===== src/hw/rtl/btpl_pkg.sv =====
// shared types and codes for the binary trie prefix lookup
`timescale 1ns / 1ps
package btpl_pkg;

   localparam int unsigned ADDR_BITS = 16;
   localparam int unsigned HOP_BITS  = 8;
   localparam int unsigned LEN_W     = $clog2(ADDR_BITS + 1);

   typedef enum logic [1:0] {
      FUNC_INSERT = 2'd0,
      FUNC_DELETE = 2'd1,
      FUNC_LOOKUP = 2'd2,
      FUNC_NOP    = 2'd3
   } func_type;

   typedef enum logic [1:0] {
      ST_OK        = 2'd0,
      ST_NOT_FOUND = 2'd1,
      ST_BAD_HOP   = 2'd2,
      ST_FULL      = 2'd3
   } status_type;

   typedef struct packed {
      func_type                 func;
      logic [ADDR_BITS-1:0]     prefix_bits;
      logic [4:0]               prefix_len;
      logic signed [HOP_BITS:0] next_hop;
      logic [ADDR_BITS-1:0]     lookup_addr;
   } req_type;

   typedef struct packed {
      status_type          status;
      logic [HOP_BITS-1:0] found_hop;
   } rsp_type;

endpackage


===== src/hw/rtl/btpl_front.sv =====
// request decode and two-entry command queue toward the walk engine
`timescale 1ns / 1ps
module btpl_front #(
   parameter int unsigned ADDR_BITS = 16,
   parameter int unsigned HOP_BITS  = 8,
   localparam int unsigned LEN_W    = $clog2(ADDR_BITS + 1)
) (
   input  logic                      clock,
   input  logic                      reset,
   input  logic                      push,
   input  btpl_pkg::func_type        func,
   input  logic [ADDR_BITS-1:0]      prefix_bits,
   input  logic [4:0]                prefix_len,
   input  logic signed [HOP_BITS:0]  next_hop,
   input  logic [ADDR_BITS-1:0]      lookup_addr,
   output logic                      full,
   output logic                      cmd_valid,
   input  logic                      cmd_pop,
   output btpl_pkg::func_type        cmd_func,
   output logic [ADDR_BITS-1:0]      cmd_path,
   output logic [LEN_W-1:0]          cmd_len,
   output logic signed [HOP_BITS:0]  cmd_hop,
   output logic                      cmd_bad_hop
);
   typedef struct packed {
      btpl_pkg::func_type       func;
      logic [ADDR_BITS-1:0]     path;
      logic [LEN_W-1:0]         len;
      logic signed [HOP_BITS:0] hop;
      logic                     bad_hop;
   } cmd_type;

   cmd_type     q_ff [2];
   cmd_type     entry_in;
   logic        wr_ff, rd_ff, wr_in, rd_in;
   logic [1:0]  cnt_ff, cnt_in;
   logic [LEN_W-1:0] len_c;

   always_comb begin
      // overlong prefixes are cut to a full address
      if ({1'b0, prefix_len} > 6'(ADDR_BITS)) len_c = LEN_W'(ADDR_BITS);
      else len_c = LEN_W'(prefix_len);
      entry_in.func    = func;
      entry_in.path    = (func == btpl_pkg::FUNC_LOOKUP) ? lookup_addr : prefix_bits;
      entry_in.len     = (func == btpl_pkg::FUNC_LOOKUP) ? LEN_W'(ADDR_BITS) : len_c;
      entry_in.hop     = next_hop;
      entry_in.bad_hop = next_hop < -1;
      wr_in  = push ? ~wr_ff : wr_ff;
      rd_in  = cmd_pop ? ~rd_ff : rd_ff;
      cnt_in = cnt_ff + 2'(push) - 2'(cmd_pop);
   end

   always_ff @(posedge clock) begin
      if (reset) begin
         wr_ff  <= 1'b0;
         rd_ff  <= 1'b0;
         cnt_ff <= '0;
      end else begin
         wr_ff  <= wr_in;
         rd_ff  <= rd_in;
         cnt_ff <= cnt_in;
      end
      if (push) q_ff[wr_ff] <= entry_in;
   end

   assign full        = cnt_ff == 2'd2;
   assign cmd_valid   = cnt_ff != 2'd0;
   assign cmd_func    = q_ff[rd_ff].func;
   assign cmd_path    = q_ff[rd_ff].path;
   assign cmd_len     = q_ff[rd_ff].len;
   assign cmd_hop     = q_ff[rd_ff].hop;
   assign cmd_bad_hop = q_ff[rd_ff].bad_hop;

`ifndef SYNTHESIS
   a_no_overflow: assert property (@(posedge clock) disable iff (reset)
      full |-> !push) else $error("queue overflow");
   a_no_underflow: assert property (@(posedge clock) disable iff (reset)
      !cmd_valid |-> !cmd_pop) else $error("queue underflow");
   a_count: assert property (@(posedge clock) disable iff (reset)
      cnt_ff != 2'd3) else $error("bad queue count");
`endif
endmodule


===== config.mk =====
export PLATFORM = sky130hd
export DESIGN_NAME = btpl_front
export DESIGN_NICKNAME = d
export VERILOG_FILES = /design/src/hw/rtl/btpl_pkg.sv /design/src/hw/rtl/btpl_front.sv
export SDC_FILE = /design/constraint.sdc
export NUM_CORES = 1
export LEC_CHECK = 0
export ABC_AREA = 1
export BUFFER_PORTS_ARGS = -buffer_cell sky130_fd_sc_hd__buf_2
export CORE_ASPECT_RATIO = 0.9
export CORE_UTILIZATION = 35
export DETAILED_ROUTE_END_ITERATION = 6
export HOLD_SLACK_MARGIN = 0.08
export PLACE_DENSITY = 0.64
export REMOVE_ABC_BUFFERS = 1
export SYNTH_ARGS = -nofsm -noshare
export SYNTH_HDL_FRONTEND = slang
export SYNTH_SLANG_ARGS = --single-unit

===== constraint.sdc =====
create_clock -name clock -period 2.3 [get_ports clock]
set_clock_uncertainty 0.15 [all_clocks]
set_input_delay 0.46 -clock clock [delete_from_list [all_inputs] [get_ports clock]]
set_output_delay 0.46 -clock clock [all_outputs]
set_load 0.02 [all_outputs]

== Yosys cells after proc, flatten, opt, wreduce, memory -nomap -nowiden ==
Memory sizes are Yosys's and may differ from the RTL's. A register that Yosys moved wholly into a read port is not among the register bits.
Cells that the tools add are included.

* Bits in registers: 4
* Latch bits: 0
* Bits in writable memories: 66
* ROM bits: 0
* Logic and storage cells: 20
* Memories: 1

{| class="wikitable"
|+ Memories
! memory !! words !! bits a word !! rd ports !! clocked after memory_dff !! write ports !! RTL line !! RTL
|-
| q_ff || 2 || 33 || 1 || 1 || 1 || btpl_front.sv:33 || <nowiki>cmd_type q_ff [2];</nowiki>
|}

* Add/sub/neg operators: 2
* Multiply operators: 0
* Div/mod/pow operators: 0
* Order comparisons: 2
* Eq/ne operators: 2
* Shifts and indexed selects: 0
* Muxes and demuxes: 7
* Bitwise operators: 2
* Reductions and logical operators: 1

{| class="wikitable"
|+ Operators by type and width
! kind !! count
|-
| $mux W16 || 1
|-
| $mux W5 || 2
|-
| $lt A9 B1 Y1 const B || 1
|-
| $gt A5 B5 Y1 const B || 1
|-
| $eq A2 B2 Y1 const B || 2
|-
| $mux W1 || 4
|-
| $add A2 B1 Y2 || 1
|-
| $not A1 Y1 || 2
|-
| $reduce_bool A2 Y1 || 1
|-
| $sub A2 B1 Y2 || 1
|}

== Logic depth before layout (Yosys ltp) ==
* Depth in word-level cells: 3
* Mapped depth: 9
* Gate-level depth less buffers: 9

== Least setup slack after synthesis ==
OpenSTA, ideal clock, no wires.

* Path type: input port to flip-flop
* From: input push
* To: memory q_ff[0][0] in the netlist's numbering, enable pin
* Library setup time: 0.424 ns
* Data arrival time: 1.891 ns
* Required time: 1.726 ns
* Setup slack: -0.165 ns
* Stages on the path: 2
* Buffers on the path: 0
* Cell sequence: inv_1 > nor2_1

* Longest elaborated chain between the ends: 2

{| class="wikitable"
|+ Ends and longest elaborated chain
! item !! RTL line !! RTL
|-
| from (decl) || btpl_front.sv:10 || <nowiki>input logic push,</nowiki>
|-
| $mux W1 || btpl_front.sv:63 || <nowiki>if (push) q_ff[wr_ff] <= entry_in;</nowiki>
|-
| $mux W1 (not written as such) || btpl_front.sv:63 ||
|-
| to (decl) || btpl_front.sv:33 ||
|}

No other way between the ends.

==> key figures <==
Outcome
  – Outcome: finished clean

Timing
  – Final min period: 2.096 ns
  – Slew Viols, Final: 0
  – Final Cycle Share: 91.13%
  – Final hold vios: 0
  – RSZ-0062 raised after global routing: no
  – Highest clock rate: 477.1 MHz
  – Setup WS post-layout: 0.2041 ns
  – Slew of the pin with the lowest slew margin: 0.4576 ns
  – Setup violators final: 0
  – Rel. slew slack: 69.50%

Min path
  – Worst min path class: in -> reg

Routing
  – Routed Wire Length: 5442 microns
  – Vias per cell: 4.271
  – Pre-antenna DRT Iters: 4
  – Routed Antenna Nets: 0
  – DRT iter0 DRCs: 33
  – Routed length per instance: 12.83 microns
  – DRC: 0
  – DR vias: 1811

Placed design
  – Port Buf Inserts: 86
  – Placement Setup Slack: 0.4439 ns
  – GPL Wtd Cong: 0.7452
  – Dpl cells: 408
  – Post-DP HPWL: 3687 microns

GRT
  – Vias in the first global route: 1774
  – Initial antenna violation count: 0
  – First-pass GRT wire length: 8638 microns
  – Pin count of the biggest net entering global routing: 35
  – Overflow after GRT: 0
  – Global-route usage over all layers: 13.18%

Logic synthesis
  – Multiplexer area fraction after synthesis: 15.78%
  – Xor and xnor fraction of the mapped netlist area: 0.2855%
  – Yosys warns: 0
  – Mapped Cells: 206
  – Post-Synth Adder-Cell Area: 0.8157%
  – Compound-gate portion of the synthesized area: 0.4078%
  – Simple-gate area share of the yosys netlist: 9.869%
  – Sequential area share after synthesis: 67.86%
  – Syn_area_per_cell: 14.89 sq um
  – Cell variety after synth: 19
  – Largest family of logic cells by synthesized area: multiplexers
  – Post-Syn Area: 0.003068 sq mm
  – Synth Register Bits: 71

Clock tree
  – CTS tree: built
  – Hold-fix buffers, CTS: 0
  – Clock latency on the worst-skew pair: 0.34 ns
  – Resize count post-CTS: 0
  – Clk root buf: clkbuf_8
  – CTS Buf Count: 9
  – Clock tree buffer depth: 2
  – Htree depth: 3
  – Clock slew at reported path FFs: 0.07 ns
  – Setup bufs post-CTS: 0
  – CTS sink count: 71

Critical path
  – CP required: 1.69 ns
  – Crit-path max FO: 33
  – Arrival @ worst endpoint: 1.49 ns
  – CP Capture Type: primary output
  – CP Launch Type: register
  – CP Class: reg -> out

Cells and area
  – Final cell count without fillers: 424
  – Highest-count cells in the layout ignoring fill and taps: buf_2, edfxtp_1, nand2_1, mux2_4, nand3_1
  – Register area: 0.002083 sq mm
  – Area grow syn2layout: 24.31%
  – Ratio of cells with drive above 1 in the final layout: 45.90%
  – ANT cells: 0
  – # fillers: 795
  – Commonest non-fill, non-tap cell in the layout: buf_2
  – Final Net Count: 354
  – Area of the multi-input gates: 840.8 sq um

Die
  – Die Y: 90.82 microns
  – Row count: 32
  – DIE WIDTH: 100.7 microns
  – Initial Util: 35.97%
  – # IOs: 87
  – Core Area: 0.008528 sq mm
  – Die ar.: 0.009145 sq mm

Power
  – Peak supply drop: 0.3159 mV
  – Static leakage: 1.662 nW
  – Overall Power: 3.038 mW
  – PD cells: 796.7 mW/mm^2

Job
  – Max-cap violation count: 0
## sequential cells by signal, indices dropped and copies added, names as in the netlist, named ones only
register,count
wr_ff,1
cnt_ff,2
rd_ff,1
q_ff,66
## path summary, 6_finish.rpt
| path | cells past startpoint | slack [ns] | to | start |
|---|---|---|---|---|
| hold reg to reg | 2 | 0.37 | rd_ff | rd_ff |
| hold / removal | 1 | 0.17 | q_ff[0][3] | next_hop[2] |
| setup / recovery | 3 | 0.20 | cmd_func[1] | register |
| setup reg to reg | 3 | 0.85 | q_ff[1][29] | wr_ff |
## logic make-up (layout without fill, tap and decap cells)
group	count (synthesis)	in the layout
xor+xnor	1	1
simple gates	74	74
buf+inv	23	122
compound gates	2	2
flops	71	71
mux	33	33
fa+ha+maj	2	2
## through the flow
step	cell area (sq um)	hold slack [ns]	TNS, ns	utilization [%]
after CTS	3814	0.1555	0	44.72
after floorplan	2972	0.3299	-8.184	-
after global placement	3610	0.3499	0	42.33
after global routing	3814	0.1510	0	44.72
final	3814	0.1727	0	44.72
after detailed placement	3610	0.3572	0	42.33
## power breakdown
group	switching (mW)	internal [mW]
Clock	0.425	0.602
Sequential	0.0201	1.50
Combinational	0.273	0.215
Total	0.717	2.32
## worst max-delay path, stage by stage (launching register included)
cell and delay, ns:
dfxtp_2 0.34, buf_12 0.24, mux2_2 0.37, buf_2 0.16
## metal layers
| layer | up-vias | track usage [%] | wire length [microns] |
|---|---|---|---|
| met2 | 61 | 21.97 | 2718 |
| met4 | 0 | 7.126 | 145 |
| met5 | - | 0 | 0 |
| li1 | 909 | - | - |
| met1 | 827 | 14.64 | 2270 |
| met3 | 14 | 4.644 | 307 |
## final cells by class
cell class                      instances  area share, %
Clock buffer                           11          3.445
Clock inverter                          5          1.903
Multi-Input combinational cell        112          22.05
Tap cell                              119          3.904
Sequential cell                        71          54.63
Inverter                               15          1.476
Timing Repair Buffer                   91          12.60
## cell usage after synthesis
master	count	area, sq um
edfxtp_1	66	1982
nand2_1	42	157.7
mux2_4	30	450.4
nand3_1	17	85.08
inv_1	14	52.55
nor2_1	13	48.80
dfxtp_1	5	100.1
buf_12	3	60.06
mux2_2	3	33.78
buf_2	2	10.01
buf_4	2	15.01
ha_1	2	25.02
a21boi_0	1	7.510
a21oi_1	1	5.000
buf_6	1	11.26
inv_2	1	3.750
nand2_2	1	6.260
nor3_1	1	5.000
xnor2_1	1	8.760
(Power assumes the default switching activity.)
